<file path="config.mk">
export PLATFORM = sky130hd
export DESIGN_NAME = gyro_heading_turn_controller_core_flat
export DESIGN_NICKNAME = d
export VERILOG_FILES = /design/src/design/ghtc_pkg.sv /design/src/design/ghtc_if.sv /design/src/design/gyro_heading_turn_controller_core.sv /design/src/design/ghtc_mul.sv /design/src/design/ghtc_div.sv /design/src/flat_wrapper.sv
export SDC_FILE = /design/constraint.sdc
export NUM_CORES = 1
export LEC_CHECK = 0
export ABC_AREA = 1
export BUFFER_PORTS_ARGS = -buffer_cell sky130_fd_sc_hd__buf_4
export CAP_MARGIN = 40
export CORE_MARGIN = 2
export CORE_UTILIZATION = 28
export CTS_BUF_LIST = sky130_fd_sc_hd__clkbuf_4 sky130_fd_sc_hd__clkbuf_8
export DETAILED_ROUTE_END_ITERATION = 16
export GPL_TIMING_DRIVEN = 0
export PLACE_DENSITY = 0.38
export SYNTH_ARGS = -nofsm -noshare
export SYNTH_HDL_FRONTEND = slang
export SYNTH_SLANG_ARGS = --single-unit
</file>
<file path="constraint.sdc">
create_clock -name clk_i -period 10.3 [get_ports clk_i]
set_clock_uncertainty 0.05 [all_clocks]
set_input_delay 1.03 -clock clk_i [delete_from_list [all_inputs] [get_ports clk_i]]
set_output_delay 1.03 -clock clk_i [all_outputs]
set_load 0.005 [all_outputs]
</file>
<file path="src/design/ghtc_pkg.sv">
// ----------------------------------------------------------------------------
// ghtc_pkg
// shared widths, constants and codes of the gyro heading turn controller
// ----------------------------------------------------------------------------
package ghtc_pkg;

  // field widths
  localparam int SampleW  = 16;
  localparam int MsW      = 16;
  localparam int TargetW  = 21;
  localparam int SpeedW   = 8;
  localparam int AngleW   = 22;
  localparam int PhaseW   = 2;
  localparam int CfgIdxW  = 1;
  localparam int CfgDataW = 21;

  // internal widths
  localparam int CalCntW  = 8;
  localparam int CalSumW  = 24;
  localparam int OffsetW  = 25;
  localparam int DiffW    = 26;
  localparam int ProdW    = DiffW + MsW + 1;
  localparam int AccW     = 64;
  localparam int DivW     = 37;
  localparam int QuotW    = 25;
  localparam int RemW     = 16;
  localparam int MagW     = 21;
  localparam int MulCntW  = $clog2(MsW + 1);
  localparam int DivCntW  = $clog2(DivW + 1);

  // constants
  localparam logic [CalCntW-1:0]  CalSamples = 8'd200;
  localparam logic [RemW-1:0]     CalDiv     = RemW'(CalSamples);
  localparam logic [RemW-1:0]     AngleDiv   = 16'd41984;
  localparam logic [MagW-1:0]     AngleLim   = 21'd2000000;
  localparam logic [AccW-1:0]     LimMag     = 64'd83968041984;

  localparam logic [TargetW-1:0]  TargetRst  = 21'd9000;
  localparam logic [SpeedW-1:0]   SpeedRst   = 8'd150;

  // phase codes
  localparam logic [PhaseW-1:0]   PhaseCal   = 2'd0;
  localparam logic [PhaseW-1:0]   PhaseTurn  = 2'd1;
  localparam logic [PhaseW-1:0]   PhaseDone  = 2'd2;

  // register indexes
  localparam logic [CfgIdxW-1:0]  CfgTarget  = 1'b0;
  localparam logic [CfgIdxW-1:0]  CfgSpeed   = 1'b1;

endpackage

</file>
<file path="src/design/ghtc_if.sv">
// ----------------------------------------------------------------------------
// ghtc_in_if / ghtc_out_if
// valid/ready channels for gyro samples and controller results
// ----------------------------------------------------------------------------
interface ghtc_in_if;
  logic                                valid;
  logic                                ready;
  logic signed [ghtc_pkg::SampleW-1:0] rate_sample;
  logic        [ghtc_pkg::MsW-1:0]     elapsed_ms;

  modport source (output valid, output rate_sample, output elapsed_ms, input ready);
  modport sink   (input valid, input rate_sample, input elapsed_ms, output ready);
endinterface

interface ghtc_out_if;
  logic                               valid;
  logic                               ready;
  logic        [ghtc_pkg::PhaseW-1:0] phase;
  logic        [ghtc_pkg::SpeedW-1:0] drive_pwm;
  logic signed [ghtc_pkg::AngleW-1:0] angle_centideg;
  logic                               turn_done;

  modport source (output valid, output phase, output drive_pwm, output angle_centideg,
                  output turn_done, input ready);
  modport sink   (input valid, input phase, input drive_pwm, input angle_centideg,
                  input turn_done, output ready);
endinterface

</file>
<file path="src/design/gyro_heading_turn_controller_core.sv">
// calibration sample: result goes through the output state; the last one first runs the divider for the offset
// turning sample: runs the 16-step serial multiplier, then accumulate, magnitude, limit check and the
// 37-step serial divider that turns the accumulator into centidegrees
// turning sample with a saturated angle skips the divider
// done-phase sample: goes straight to the output state; one sample in flight, a result waits in the output register
// reset clears phase, calibration, accumulator and restores the register defaults
// ----------------------------------------------------------------------------
// gyro_heading_turn_controller_core
// gyro bias calibration, rate integration and turn drive control
// ----------------------------------------------------------------------------
module gyro_heading_turn_controller_core (
  input  logic                             clk_i,
  input  logic                             rst_ni,
  ghtc_in_if.sink                          in_i,
  ghtc_out_if.source                       out_o,
  input  logic                             cfg_we_i,
  input  logic [ghtc_pkg::CfgIdxW-1:0]     cfg_idx_i,
  input  logic [ghtc_pkg::CfgDataW-1:0]    cfg_wdata_i
);

  localparam logic [2:0] S_IDLE = 3'd0;
  localparam logic [2:0] S_CDIV = 3'd1;
  localparam logic [2:0] S_MUL  = 3'd2;
  localparam logic [2:0] S_ACC  = 3'd3;
  localparam logic [2:0] S_MAG  = 3'd4;
  localparam logic [2:0] S_CHK  = 3'd5;
  localparam logic [2:0] S_ADIV = 3'd6;
  localparam logic [2:0] S_OUT  = 3'd7;

  localparam int NumW = ghtc_pkg::CalSumW + 8;
  localparam int ExtW = ghtc_pkg::AccW + 1 - ghtc_pkg::ProdW;

  logic [2:0]                      state_q, state_d;
  logic [ghtc_pkg::PhaseW-1:0]     phase_q, phase_d;
  logic [ghtc_pkg::CalCntW-1:0]    cal_count_q, cal_count_d;
  logic [ghtc_pkg::CalSumW-1:0]    cal_sum_q, cal_sum_d;
  logic [ghtc_pkg::OffsetW-1:0]    offset_q, offset_d;
  logic [ghtc_pkg::AccW-1:0]       acc_q, acc_d;
  logic [ghtc_pkg::AccW-1:0]       mag_q, mag_d;
  logic                            neg_q, neg_d;
  logic [ghtc_pkg::AngleW-1:0]     angle_q, angle_d;
  logic [ghtc_pkg::TargetW-1:0]    target_q;
  logic [ghtc_pkg::SpeedW-1:0]     speed_q;

  logic [ghtc_pkg::PhaseW-1:0]     res_phase_q, res_phase_d;
  logic [ghtc_pkg::SpeedW-1:0]     res_pwm_q, res_pwm_d;
  logic [ghtc_pkg::AngleW-1:0]     res_angle_q, res_angle_d;
  logic                            res_done_q, res_done_d;

  logic                            out_valid_q;
  logic [ghtc_pkg::PhaseW-1:0]     out_phase_q;
  logic [ghtc_pkg::SpeedW-1:0]     out_pwm_q;
  logic [ghtc_pkg::AngleW-1:0]     out_angle_q;
  logic                            out_done_q;
  logic                            out_load;

  logic                            in_acc;
  logic [ghtc_pkg::CalCntW-1:0]    cal_count_nx;
  logic [ghtc_pkg::CalSumW-1:0]    cal_sum_nx;
  logic                            cal_last;
  logic [NumW-1:0]                 cal_num;
  logic [NumW-1:0]                 cal_mag;
  logic [ghtc_pkg::DiffW-1:0]      diff;
  logic [ghtc_pkg::AccW:0]         acc_sum;
  logic [ghtc_pkg::OffsetW-1:0]    quot_neg;

  logic                            mul_start;
  logic                            mul_done;
  logic [ghtc_pkg::ProdW-1:0]      mul_prod;
  logic                            div_start;
  logic                            div_done;
  logic [ghtc_pkg::DivW-1:0]       div_dividend;
  logic [ghtc_pkg::RemW-1:0]       div_divisor;
  logic [ghtc_pkg::QuotW-1:0]      div_quot;

  logic                            fin_en;
  logic [ghtc_pkg::MagW-1:0]       fin_mag;
  logic [ghtc_pkg::AngleW-1:0]     fin_ang;

  assign in_i.ready = (state_q == S_IDLE);
  assign in_acc     = in_i.valid && (state_q == S_IDLE);

  assign cal_count_nx = cal_count_q + 1'b1;
  assign cal_sum_nx   = cal_sum_q + {{(ghtc_pkg::CalSumW-ghtc_pkg::SampleW){in_i.rate_sample[ghtc_pkg::SampleW-1]}},
                                     in_i.rate_sample};
  assign cal_last     = (cal_count_nx >= ghtc_pkg::CalSamples) || (cal_count_nx == '0);
  assign cal_num      = {cal_sum_nx, 8'b0};
  assign cal_mag      = cal_sum_nx[ghtc_pkg::CalSumW-1] ? (~cal_num + 1'b1) : cal_num;

  assign diff = {{2{in_i.rate_sample[ghtc_pkg::SampleW-1]}}, in_i.rate_sample, 8'b0}
              - {offset_q[ghtc_pkg::OffsetW-1], offset_q};

  assign acc_sum = {acc_q[ghtc_pkg::AccW-1], acc_q}
                 + {{ExtW{mul_prod[ghtc_pkg::ProdW-1]}}, mul_prod};

  assign quot_neg = ~div_quot + 1'b1;
  assign fin_ang  = neg_q ? (~{1'b0, fin_mag} + 1'b1) : {1'b0, fin_mag};

  ghtc_mul u_mul (
    .clk_i    (clk_i),
    .rst_ni   (rst_ni),
    .start_i  (mul_start),
    .mcand_i  (diff),
    .mplier_i (in_i.elapsed_ms),
    .done_o   (mul_done),
    .prod_o   (mul_prod)
  );

  ghtc_div u_div (
    .clk_i      (clk_i),
    .rst_ni     (rst_ni),
    .start_i    (div_start),
    .dividend_i (div_dividend),
    .divisor_i  (div_divisor),
    .done_o     (div_done),
    .quot_o     (div_quot)
  );

  always_comb begin
    state_d      = state_q;
    phase_d      = phase_q;
    cal_count_d  = cal_count_q;
    cal_sum_d    = cal_sum_q;
    offset_d     = offset_q;
    acc_d        = acc_q;
    mag_d        = mag_q;
    neg_d        = neg_q;
    angle_d      = angle_q;
    res_phase_d  = res_phase_q;
    res_pwm_d    = res_pwm_q;
    res_angle_d  = res_angle_q;
    res_done_d   = res_done_q;
    mul_start    = 1'b0;
    div_start    = 1'b0;
    div_dividend = mag_q[ghtc_pkg::DivW-1:0];
    div_divisor  = ghtc_pkg::AngleDiv;
    fin_en       = 1'b0;
    fin_mag      = '0;
    out_load     = 1'b0;

    unique case (state_q)
      S_IDLE: begin
        if (in_acc) begin
          if (phase_q == ghtc_pkg::PhaseCal) begin
            cal_sum_d   = cal_sum_nx;
            cal_count_d = cal_count_nx;
            res_phase_d = ghtc_pkg::PhaseCal;
            res_pwm_d   = '0;
            res_angle_d = '0;
            res_done_d  = 1'b0;
            if (cal_last) begin
              div_start    = 1'b1;
              div_dividend = {{(ghtc_pkg::DivW-NumW){1'b0}}, cal_mag};
              div_divisor  = ghtc_pkg::CalDiv;
              neg_d        = cal_sum_nx[ghtc_pkg::CalSumW-1];
              state_d      = S_CDIV;
            end else begin
              state_d = S_OUT;
            end
          end else if (phase_q == ghtc_pkg::PhaseTurn) begin
            mul_start = 1'b1;
            state_d   = S_MUL;
          end else begin
            // done phase holds the last angle
            res_phase_d = ghtc_pkg::PhaseDone;
            res_pwm_d   = '0;
            res_angle_d = angle_q;
            res_done_d  = 1'b1;
            state_d     = S_OUT;
          end
        end
      end
      S_CDIV: begin
        if (div_done) begin
          offset_d = neg_q ? quot_neg : div_quot;
          phase_d  = ghtc_pkg::PhaseTurn;
          state_d  = S_OUT;
        end
      end
      S_MUL: begin
        if (mul_done) begin
          state_d = S_ACC;
        end
      end
      S_ACC: begin
        // saturating accumulate
        if (acc_sum[ghtc_pkg::AccW] != acc_sum[ghtc_pkg::AccW-1]) begin
          acc_d = acc_sum[ghtc_pkg::AccW] ? {1'b1, {(ghtc_pkg::AccW-1){1'b0}}}
                                          : {1'b0, {(ghtc_pkg::AccW-1){1'b1}}};
        end else begin
          acc_d = acc_sum[ghtc_pkg::AccW-1:0];
        end
        state_d = S_MAG;
      end
      S_MAG: begin
        neg_d   = acc_q[ghtc_pkg::AccW-1];
        mag_d   = acc_q[ghtc_pkg::AccW-1] ? (~acc_q + 1'b1) : acc_q;
        state_d = S_CHK;
      end
      S_CHK: begin
        if (mag_q >= ghtc_pkg::LimMag) begin
          fin_en  = 1'b1;
          fin_mag = ghtc_pkg::AngleLim;
        end else begin
          div_start = 1'b1;
          state_d   = S_ADIV;
        end
      end
      S_ADIV: begin
        if (div_done) begin
          fin_en  = 1'b1;
          fin_mag = div_quot[ghtc_pkg::MagW-1:0];
        end
      end
      S_OUT: begin
        if (!out_valid_q || out_o.ready) begin
          out_load = 1'b1;
          state_d  = S_IDLE;
        end
      end
      default: state_d = S_IDLE;
    endcase

    // target compare after integration
    if (fin_en) begin
      angle_d     = fin_ang;
      res_angle_d = fin_ang;
      if (fin_mag < target_q) begin
        res_phase_d = ghtc_pkg::PhaseTurn;
        res_pwm_d   = speed_q;
        res_done_d  = 1'b0;
      end else begin
        phase_d     = ghtc_pkg::PhaseDone;
        res_phase_d = ghtc_pkg::PhaseDone;
        res_pwm_d   = '0;
        res_done_d  = 1'b1;
      end
      state_d = S_OUT;
    end
  end

  always_ff @(posedge clk_i or negedge rst_ni) begin
    if (!rst_ni) begin
      state_q     <= S_IDLE;
      phase_q     <= ghtc_pkg::PhaseCal;
      cal_count_q <= '0;
      cal_sum_q   <= '0;
      offset_q    <= '0;
      acc_q       <= '0;
      angle_q     <= '0;
      target_q    <= ghtc_pkg::TargetRst;
      speed_q     <= ghtc_pkg::SpeedRst;
      out_valid_q <= 1'b0;
    end else begin
      state_q     <= state_d;
      phase_q     <= phase_d;
      cal_count_q <= cal_count_d;
      cal_sum_q   <= cal_sum_d;
      offset_q    <= offset_d;
      acc_q       <= acc_d;
      angle_q     <= angle_d;
      if (cfg_we_i) begin
        unique case (cfg_idx_i)
          ghtc_pkg::CfgTarget: target_q <= cfg_wdata_i[ghtc_pkg::TargetW-1:0];
          ghtc_pkg::CfgSpeed:  speed_q  <= cfg_wdata_i[ghtc_pkg::SpeedW-1:0];
          default:             target_q <= target_q;
        endcase
      end
      if (out_load) begin
        out_valid_q <= 1'b1;
      end else if (out_o.ready) begin
        out_valid_q <= 1'b0;
      end
    end
  end

  always_ff @(posedge clk_i) begin
    mag_q       <= mag_d;
    neg_q       <= neg_d;
    res_phase_q <= res_phase_d;
    res_pwm_q   <= res_pwm_d;
    res_angle_q <= res_angle_d;
    res_done_q  <= res_done_d;
    if (out_load) begin
      out_phase_q <= res_phase_q;
      out_pwm_q   <= res_pwm_q;
      out_angle_q <= res_angle_q;
      out_done_q  <= res_done_q;
    end
  end

  assign out_o.valid          = out_valid_q;
  assign out_o.phase          = out_phase_q;
  assign out_o.drive_pwm      = out_pwm_q;
  assign out_o.angle_centideg = out_angle_q;
  assign out_o.turn_done      = out_done_q;

endmodule

</file>
<file path="src/design/ghtc_mul.sv">
// ----------------------------------------------------------------------------
// ghtc_mul
// bit-serial signed by unsigned shift-add multiplier, one multiplier bit a cycle
// ----------------------------------------------------------------------------
module ghtc_mul (
  input  logic                              clk_i,
  input  logic                              rst_ni,
  input  logic                              start_i,
  input  logic signed [ghtc_pkg::DiffW-1:0] mcand_i,
  input  logic        [ghtc_pkg::MsW-1:0]   mplier_i,
  output logic                              done_o,
  output logic signed [ghtc_pkg::ProdW-1:0] prod_o
);

  localparam int HiW = ghtc_pkg::DiffW + 1;

  logic                            busy_q, busy_d;
  logic                            done_q, done_d;
  logic [ghtc_pkg::MulCntW-1:0]    cnt_q, cnt_d;
  logic [HiW-1:0]                  hi_q, hi_d;
  logic [ghtc_pkg::MsW-1:0]        lo_q, lo_d;
  logic [ghtc_pkg::DiffW-1:0]      mcand_q, mcand_d;
  logic [HiW:0]                    sum;

  always_comb begin
    sum = {hi_q[HiW-1], hi_q}
        + (lo_q[0] ? {{2{mcand_q[ghtc_pkg::DiffW-1]}}, mcand_q} : '0);
    busy_d  = busy_q;
    done_d  = 1'b0;
    cnt_d   = cnt_q;
    hi_d    = hi_q;
    lo_d    = lo_q;
    mcand_d = mcand_q;
    if (start_i) begin
      busy_d  = 1'b1;
      cnt_d   = ghtc_pkg::MulCntW'(ghtc_pkg::MsW);
      hi_d    = '0;
      lo_d    = mplier_i;
      mcand_d = mcand_i;
    end else if (busy_q) begin
      hi_d  = sum[HiW:1];
      lo_d  = {sum[0], lo_q[ghtc_pkg::MsW-1:1]};
      cnt_d = cnt_q - 1'b1;
      if (cnt_q == ghtc_pkg::MulCntW'(1)) begin
        busy_d = 1'b0;
        done_d = 1'b1;
      end
    end
  end

  always_ff @(posedge clk_i or negedge rst_ni) begin
    if (!rst_ni) begin
      busy_q <= 1'b0;
      done_q <= 1'b0;
      cnt_q  <= '0;
    end else begin
      busy_q <= busy_d;
      done_q <= done_d;
      cnt_q  <= cnt_d;
    end
  end

  always_ff @(posedge clk_i) begin
    hi_q    <= hi_d;
    lo_q    <= lo_d;
    mcand_q <= mcand_d;
  end

  assign done_o = done_q;
  assign prod_o = {hi_q, lo_q};

endmodule

</file>
<file path="src/design/ghtc_div.sv">
// ----------------------------------------------------------------------------
// ghtc_div
// restoring bit-serial divider, one quotient bit a cycle
// ----------------------------------------------------------------------------
module ghtc_div (
  input  logic                           clk_i,
  input  logic                           rst_ni,
  input  logic                           start_i,
  input  logic [ghtc_pkg::DivW-1:0]      dividend_i,
  input  logic [ghtc_pkg::RemW-1:0]      divisor_i,
  output logic                           done_o,
  output logic [ghtc_pkg::QuotW-1:0]     quot_o
);

  logic                            busy_q, busy_d;
  logic                            done_q, done_d;
  logic [ghtc_pkg::DivCntW-1:0]    cnt_q, cnt_d;
  logic [ghtc_pkg::RemW-1:0]       rem_q, rem_d;
  logic [ghtc_pkg::DivW-1:0]       quo_q, quo_d;
  logic [ghtc_pkg::RemW-1:0]       dvs_q, dvs_d;
  logic [ghtc_pkg::RemW:0]         trial;
  logic [ghtc_pkg::RemW:0]         delta;
  logic                            ge;

  always_comb begin
    trial   = {rem_q, quo_q[ghtc_pkg::DivW-1]};
    delta   = trial - {1'b0, dvs_q};
    ge      = (trial >= {1'b0, dvs_q});
    busy_d  = busy_q;
    done_d  = 1'b0;
    cnt_d   = cnt_q;
    rem_d   = rem_q;
    quo_d   = quo_q;
    dvs_d   = dvs_q;
    if (start_i) begin
      busy_d = 1'b1;
      cnt_d  = ghtc_pkg::DivCntW'(ghtc_pkg::DivW);
      rem_d  = '0;
      quo_d  = dividend_i;
      dvs_d  = divisor_i;
    end else if (busy_q) begin
      rem_d = ge ? delta[ghtc_pkg::RemW-1:0] : trial[ghtc_pkg::RemW-1:0];
      quo_d = {quo_q[ghtc_pkg::DivW-2:0], ge};
      cnt_d = cnt_q - 1'b1;
      if (cnt_q == ghtc_pkg::DivCntW'(1)) begin
        busy_d = 1'b0;
        done_d = 1'b1;
      end
    end
  end

  always_ff @(posedge clk_i or negedge rst_ni) begin
    if (!rst_ni) begin
      busy_q <= 1'b0;
      done_q <= 1'b0;
      cnt_q  <= '0;
    end else begin
      busy_q <= busy_d;
      done_q <= done_d;
      cnt_q  <= cnt_d;
    end
  end

  always_ff @(posedge clk_i) begin
    rem_q <= rem_d;
    quo_q <= quo_d;
    dvs_q <= dvs_d;
  end

  assign done_o = done_q;
  assign quot_o = quo_q[ghtc_pkg::QuotW-1:0];

endmodule
</file>
<file path="src/flat_wrapper.sv">
// flat-port wrapper written by rule: the top's interface ports become plain ports
module gyro_heading_turn_controller_core_flat 
  (clk_i, rst_ni, cfg_we_i, cfg_idx_i, cfg_wdata_i, in_i_valid, in_i_rate_sample, in_i_elapsed_ms, in_i_ready, out_o_valid, out_o_phase, out_o_drive_pwm, out_o_angle_centideg, out_o_turn_done, out_o_ready);
  ghtc_in_if in_i_i ();
  ghtc_out_if out_o_i ();
  input  logic clk_i;
  input  logic rst_ni;
  input  logic cfg_we_i;
  input  logic [ghtc_pkg::CfgIdxW-1:0] cfg_idx_i;
  input  logic [ghtc_pkg::CfgDataW-1:0] cfg_wdata_i;
  input wire logic [$bits(in_i_i.valid)-1:0] in_i_valid;
  input wire logic [$bits(in_i_i.rate_sample)-1:0] in_i_rate_sample;
  input wire logic [$bits(in_i_i.elapsed_ms)-1:0] in_i_elapsed_ms;
  output wire logic [$bits(in_i_i.ready)-1:0] in_i_ready;
  output wire logic [$bits(out_o_i.valid)-1:0] out_o_valid;
  output wire logic [$bits(out_o_i.phase)-1:0] out_o_phase;
  output wire logic [$bits(out_o_i.drive_pwm)-1:0] out_o_drive_pwm;
  output wire logic [$bits(out_o_i.angle_centideg)-1:0] out_o_angle_centideg;
  output wire logic [$bits(out_o_i.turn_done)-1:0] out_o_turn_done;
  input wire logic [$bits(out_o_i.ready)-1:0] out_o_ready;
  assign in_i_i.valid = in_i_valid;
  assign in_i_i.rate_sample = in_i_rate_sample;
  assign in_i_i.elapsed_ms = in_i_elapsed_ms;
  assign in_i_ready = in_i_i.ready;
  assign out_o_valid = out_o_i.valid;
  assign out_o_phase = out_o_i.phase;
  assign out_o_drive_pwm = out_o_i.drive_pwm;
  assign out_o_angle_centideg = out_o_i.angle_centideg;
  assign out_o_turn_done = out_o_i.turn_done;
  assign out_o_i.ready = out_o_ready;
  gyro_heading_turn_controller_core u_core (.clk_i(clk_i), .rst_ni(rst_ni), .in_i(in_i_i), .out_o(out_o_i), .cfg_we_i(cfg_we_i), .cfg_idx_i(cfg_idx_i), .cfg_wdata_i(cfg_wdata_i));
endmodule
</file>
==> results of run 1 <==
critical path, stage by stage (launching register included):
cell and delay, ns:
dfxtp_1 0.82, buf_16 0.23, ha_1 0.30, a21oi_1 0.29
o21ai_0 0.20, a21boi_1 0.16, o21ai_1 0.11, a21oi_1 0.37
nand2_1 0.12, nand2_1 0.08, nand2_1 0.06, nand2_2 0.24
buf_2 0.40, nand3_1 0.27, a21oi_1 0.19
cells in the final DEF, fill, tap and decap left out, types with 12 or more instances in the layout:
| cell | count |
|---|---|
| clkbuf_1 | 51 |
| o21a_1 | 16 |
| dfrtp_1 | 184 |
| clkinv_1 | 16 |
| clkbuf_4 | 17 |
| nand2_1 | 936 |
| nand3_1 | 220 |
| a21oi_1 | 293 |
| nand3b_1 | 14 |
| buf_2 | 22 |
| clkinv_2 | 19 |
| a31oi_1 | 28 |
| ha_1 | 168 |
| nor4_1 | 22 |
| o21ai_0 | 317 |
| nor2_1 | 500 |
| nor3_1 | 53 |
| buf_4 | 97 |
| nand4_1 | 55 |
| xnor2_1 | 50 |
| dfxtp_1 | 43 |
| xor2_1 | 135 |
| o211ai_1 | 17 |
| edfxtp_1 | 210 |
| clkbuf_8 | 107 |
| inv_1 | 526 |
| o21ai_1 | 12 |
worst max-delay path by stage:
| stage | cells past startpoint | to | slack (ns) |
|---|---|---|---|
| after floorplan | 4 | u_core.res_angle_q[0] | 6.18 |
| after global placement | 5 | u_core.res_angle_q[2] | 4.07 |
| after detailed placement | 22 | u_core.u_div.quo_q[30] | 5.90 |
| after CTS | 19 | u_core.res_pwm_q[2] | 6.08 |
| after global routing | 19 | u_core.res_pwm_q[7] | 5.86 |
| final | 14 | u_core.acc_q[62] | 6.29 |
kinds of logic (layout without fill, tap and decap cells):
family,Yosys count,in the layout
simple gates,1836,1836
compound gates,757,757
buf+inv,624,902
flops,446,446
xor+xnor,185,185
fa+ha+maj,171,171
other cells,0,4
routing by layer:
layer	up-vias	GRT usage, %	part of all wire, %
met4	0	5.94	2.6
met2	494	32.6	46
met3	136	2.55	3.6
met1	12488	27.0	48
met5	-	0	0
li1	13752	-	-
state kept, by name, summed over array words and instances, names as in the netlist, 8 cells and up:
register                     cells
u_core.u_mul.mcand_q            26
u_core.offset_q                 25
u_core.u_mul.lo_q               16
u_core.mag_q                    64
u_core.u_div.quo_q              37
u_core.res_pwm_q                 8
u_core.cal_count_q               8
u_core.u_mul.hi_q               27
u_core.target_q                 21
u_core.u_div.rem_q              16
u_core.res_angle_q              22
u_core.acc_q                    64
u_core.cal_sum_q                24
u_core.out_o.angle_centideg     22
u_core.out_o.drive_pwm           8
u_core.speed_q                   8
u_core.angle_q                  22
power breakdown:
part / internal (uW) / switching (uW) / leakage [uW]
clock: 1220 / 887 / 0.00107
sequential: 2800 / 723 / 0.00463
combinational: 2470 / 5120 / 0.00996
stage by stage:
stage | total power [uW] | hold slack (ns)
after floorplan | 8470 | 0.350
after global placement | 11100 | 0.352
after detailed placement | 11100 | 0.355
after CTS | 13300 | 0.367
after global routing | 14400 | 0.372
final | 13200 | 0.364
final cells by class:
class,instances,share of cell area (%)
antenna,4,0.0289
timing repair buffer,106,2.73
clock buffer,124,4.61
tap,1391,5.02
clock inverter,48,1.31
inverter,536,5.80
buffer,88,1.19
multi-input combinational,2949,44.7
sequential,446,34.6
==> impl_metrics.yaml, run 1 <==
cts:
  cts_tree: "yes"
  h-tree-depth: 3
  clock-sinks: 446
  cts-root-buf: "clkbuf_8"
  postCtsSetupRepairBufs: 0
  cts.reportedPaths.clkPinSlew_ns: 0.07
  cts_resized: 0
  cts_max_path_buffers: 3
  clk_latency_ns: 0.73
  cts_buffers: 91
  cts_hold_buffers: 1
job:
  maxCapViolCount: 0
timing:
  postLayoutSetupSlackWorst_ns: 6.29
  fmax_ghz: 0.249
  hold_viol: 0
  fin_crit_sh_pct: 39.0
  rsz0062_at_grt: "no"
  tightest_slew_ns: 0.853
  slew_violations: 0
  min_period_ns: 4.01
  finalSetupTns_ns: 0
  setup_viol: 0
  slew_headroom_pct: 42.5
power_and_ir_drop:
  p_per_area_mw_per_mm2: 381
  ir_worst_vdd_v: 0.000125
  leakage_uw: 0.0157
place:
  finalWeightedCongestion: 0.885
  placed_cells: 5515
  port-buffer-count: 93
  pre_cts_slack_ns: 5.90
  dpl.hpwl_um: 87500
  dpl_cell_area_sq_mm: 0.0326
worst_setup_path:
  end_kind: "flip-flop"
  r2r-end: "u_core.acc_q[62]"
  startpoint_type: "flip-flop"
  crit_type: "reg -> reg"
  timing.rr.start: "u_core.u_mul.hi_q[26]"
  worstSetupStartpoint: "u_core.u_mul.hi_q[26]"
  rrSetupSlack_ns: 6.29
  reg2reg_depth: 14
  required_ns: 10.90
  path_max_fanout: 15
  arrival_ns: 4.61
floorplan:
  initial_core_util_pct: 28.3
  io_pins: 94
  core_area_sq_mm: 0.106
  dieArea_sq_mm: 0.109
  rows: 119
  fp.dieH_um: 331
  die_w_um: 331
synthesis:
  yosysWarnings: 0
  synth-simple-area-share_pct: 25.3
  ys_seq_area_share_pct: 40.2
  async_flop_share_pct: 43.3
  yosysTopAreaCell: "edfxtp_1"
  synth-edff-count: 210
  netlist_area_sq_mm: 0.0299
  synth_compound_area_share_pct: 13.7
  syn_nets: 4249
  ys_seq_elements: 446
  yosys-top-cells-count: "937 x nand2_1, 526 x inv_1, 502 x nor2_1"
  synth.avg_cell_area_sq_um: 7.44
  yosys.area_share.xor_xnor_pct: 5.42
  synth_top_family_by_area: "simple AND/OR/NAND/NOR gates"
  yosysUniqueCellTypes: 58
  yosys-mux-area-fraction_pct: 0
  synth_top_area_share_pct: 21.1
  synth_area_leaders: "edfxtp_1 21%, dfrtp_1 15%, nand2_1 12%"
  synthAdderAreaFrac_pct: 7.23
  yosysMostFrequentCell: "nand2_1"
  synth_cells: 4019
  synth-main-ff-cell: "edfxtp_1"
run_status:
  outcome: "finished, final reports clean"
min_path:
  hold_depth: 0
  whs_endpoint: "u_core.out_o.angle_centideg[14]"
  worstHoldStart: "u_core.res_angle_q[14]"
  min_path_type: "reg -> reg"
route:
  via_per_inst: 4.72
  postRouteAntennaNets: 0
  finalWirelength_um: 109000
  drt-initial-drc-count: 1617
  drcViolationCount: 0
  vias: 26870
  wl_per_cell_um: 19.1
  firstDrtPassIters: 5
final_layout:
  syn_to_final_growth_pct: 16.0
  drive_gt1_share_pct: 7.98
  multi_input_area_sq_mm: 0.0155
  seqCellArea_sq_mm: 0.0120
  fin_cells: 5692
  final_util_pct: 32.9
  finish.instance_area_sq_mm: 0.0347
  nets: 4448
  fillers: 11464
global_routing:
  grt_use_total_pct: 19.8
  overflow: 0
  grt_max_degree: 93
  antenna_found_initial: 3
  grt_pass1_vias: 26771
  grt_pass1_wl_um: 164000
Note: power is estimated with default switching activity, not from simulation.
==> run 2: changes to the inputs <==
PLACE_DENSITY = 0.4   (was 0.38)
clock period = 3.25 ns   (was 10.3 ns; I/O delays follow)
==> run 2 against run 1 <==
Compared with the run above:
- global-route usage fell by 0.28 points
- non-clock buffer count rose by 81
- first-iteration DRC count rose by 6.3%
- total power rose to 3.3 times the previous value
- register-to-register slack got worse by 6.2 ns
- sequential power rose to 3.2 times the previous value
- maximum frequency rose by 26%
- design area rose by 4.2%
- combinational power rose to 3.3 times the previous value
- clock power rose to 3.1 times the previous value
- cell count rose by 1.3%
- sequential share of layout area fell by 1.4 points
- critical endpoint is now u_core.res_pwm_q[4]
==> impl_metrics.yaml, run 2 (same netlist as run 1, synthesis figures left out) <==
worst_setup_path:
  slowest_stage: "dfrtp_1"
  startpoint_type: "flip-flop"
  cp_top_family: "simple AND/OR/NAND/NOR gates"
  end_kind: "flip-flop"
  path_max_fanout: 10
  crit_top_cell: "nor2_1"
  path_cells: "nor3_2 -> nand2_2 -> buf_6 -> buf_8 -> nor2_2 -> ha_1 -> nand2_1 -> nor2_1 -> a211oi_1 -> nor2_1 -> inv_1 -> o2111ai_4 -> nor2_2 -> buf_6 -> clkinvlp_4 -> nor2_1"
  arrival_ns: 3.67
  critical_path_cell_count: 16
  reg2reg_depth: 16
  critPathMaxStageDelay_ns: 0.46
  crit_buf_inv: 5
  crit_type: "reg -> reg"
  required_ns: 3.73
power_and_ir_drop:
  p_total_uw: 43100
  p_switching_uw: 21800
  clkPwrFrac_pct: 15.2
  seq_power_share_pct: 26.0
  leakage_uw: 0.0161
  power.internal_uw: 21300
  swShare_pct: 50.5
  ir_worst_vdd_v: 0.000589
  p_per_area_mw_per_mm2: 1190
  power_frac_comb_pct: 58.8
place:
  pre_cts_slack_ns: -0.833
  finalWeightedCongestion: 0.900
  placed_cells: 5515
  dpl.hpwl_um: 85000
  port-buffer-count: 93
final_layout:
  syn_to_final_growth_pct: 20.9
  reg_top3: "u_core.acc_q x64, u_core.mag_q x64, u_core.u_div.quo_q x37"
  drive_gt1_share_pct: 12.1
  mostFrequentLayoutCells: "897 x nand2_1, 517 x inv_1, 474 x nor2_1, 310 x o21ai_0, 284 x a21oi_1"
  fillers: 11426
  fin_cells: 5765
  nets: 4528
  multi_input_area_sq_mm: 0.0162
  final_common_cell: "nand2_1"
  seqCellArea_sq_mm: 0.0120
cts:
  cts_max_path_buffers: 3
  clock-sinks: 446
  cts_buffers: 89
  h-tree-depth: 3
  cts.reportedPaths.clkPinSlew_ns: 0.07
  cts-root-buf: "clkbuf_8"
  cts_tree: "yes"
  clk_latency_ns: 0.73
floorplan:
  core_area_sq_mm: 0.106
  initial_core_util_pct: 28.3
  dieArea_sq_mm: 0.109
  rows: 119
  die_w_um: 331
  io_pins: 94
  fp.dieH_um: 331
global_routing:
  grt_max_degree: 99
  grt_use_total_pct: 19.5
  antenna_found_initial: 2
  grt_pass1_wl_um: 163000
  overflow: 0
  grt_pass1_vias: 27297
timing:
  hold_viol: 0
  setup_viol: 0
  min_period_ns: 3.19
  slew_headroom_pct: 42.6
  slew_violations: 0
  fin_crit_sh_pct: 98.2
  fmax_ghz: 0.313
  rsz0062_at_grt: "yes"
  tightest_slew_ns: 0.858
  hold-worst-slack_ns: 0.0841
  postLayoutSetupSlackWorst_ns: 0.0600
min_path:
  hold_depth: 5
  min_path_type: "in -> reg"
route:
  postRouteAntennaNets: 0
  via_per_inst: 4.77
  drt-initial-drc-count: 1719
  firstDrtPassIters: 5
  drcViolationCount: 0
  vias: 27490
  finalWirelength_um: 107000
  wl_per_cell_um: 18.6
job:
  maxCapViolCount: 0
run_status:
  outcome: "finished, final reports clean"
[run 2: changes by cell type in the layout (fill, tap and decap cells not counted), sizes merged, moves of 2 or more]
| cell | before | now |
|---|---|---|
| buf | 141 | 176 |
| clkbuf | 176 | 187 |
| clkinv | 37 | 20 |
| clkinvlp | 5 | 7 |
| diode | 4 | 1 |
| dlygate4sd3 | 1 | 47 |
[run 2: what timing repair did]
action | 4_1_cts | 5_1_grt
gates cloned | 1 | 0
buffers inserted | 15 | 20
gates resized for setup | 80 | 144
endpoints found under the hold margin | 158 | 0
pin swaps | 30 | 44
setup endpoints to repair | 157 | 153
hold buffers | 47 | 0
[run 2: area by class of cell]
type | instances | area share [%]
antenna | 1 | 0.00693
inverter | 536 | 5.62
clock inverter | 31 | 0.949
tap | 1391 | 4.82
sequential | 446 | 33.3
timing repair buffer | 188 | 4.71
clock buffer | 135 | 4.59
multi-input combinational | 2950 | 44.7
buffer | 87 | 1.33
[run 2: routing by layer]
metal	GRT usage, %	routed length, um	up-vias
li1	-	-	13891
met1	26.6	50900	12847
met2	32.0	48500	602
met3	2.23	4260	148
met4	6.75	3520	2
met5	0	8	-
[run 2: power by group through the flow]
stage	registers, uW	logic (uW)	clock network [uW]
after floorplan	10200	16700	0
after global placement	11400	23700	0
after detailed placement	11200	23900	0
after CTS	11200	24600	6800
after global routing	11400	28500	7020
final	11200	25400	6550
[run 2: final timing paths]
path | from | to | slack, ns
worst min register to register | u_core.res_pwm_q[4] | u_core.out_o.drive_pwm[4] | 0.36
worst max-delay path | u_core.state_q[0] | u_core.res_pwm_q[4] | 0.06
min in group asynchronous | rst_ni | u_core.acc_q[56] | 0.14
worst max register to register | u_core.state_q[0] | u_core.res_pwm_q[4] | 0.06
max in group asynchronous | rst_ni | u_core.state_q[1] | 2.02
worst min-delay path | in_i_rate_sample[8] | u_core.cal_sum_q[8] | 0.08
[run 2: tightest hold or removal path: stages]
cell and delay (ns):
buf_4 0.13, ha_4 0.16, inv_1 0.04, nand2_1 0.07
a31oi_1 0.09
[run 2: through the flow]
step / util [%] / instance area (sq um) / TNS (ns)
global placement: 30.6 / 32300 / -216.90
floorplan: - / 29900 / 0
finish: 34.2 / 36100 / 0
detailed placement: 30.9 / 32600 / -51.34
global route: 34.2 / 36100 / -1.51
CTS: 33.6 / 35500 / -0.231
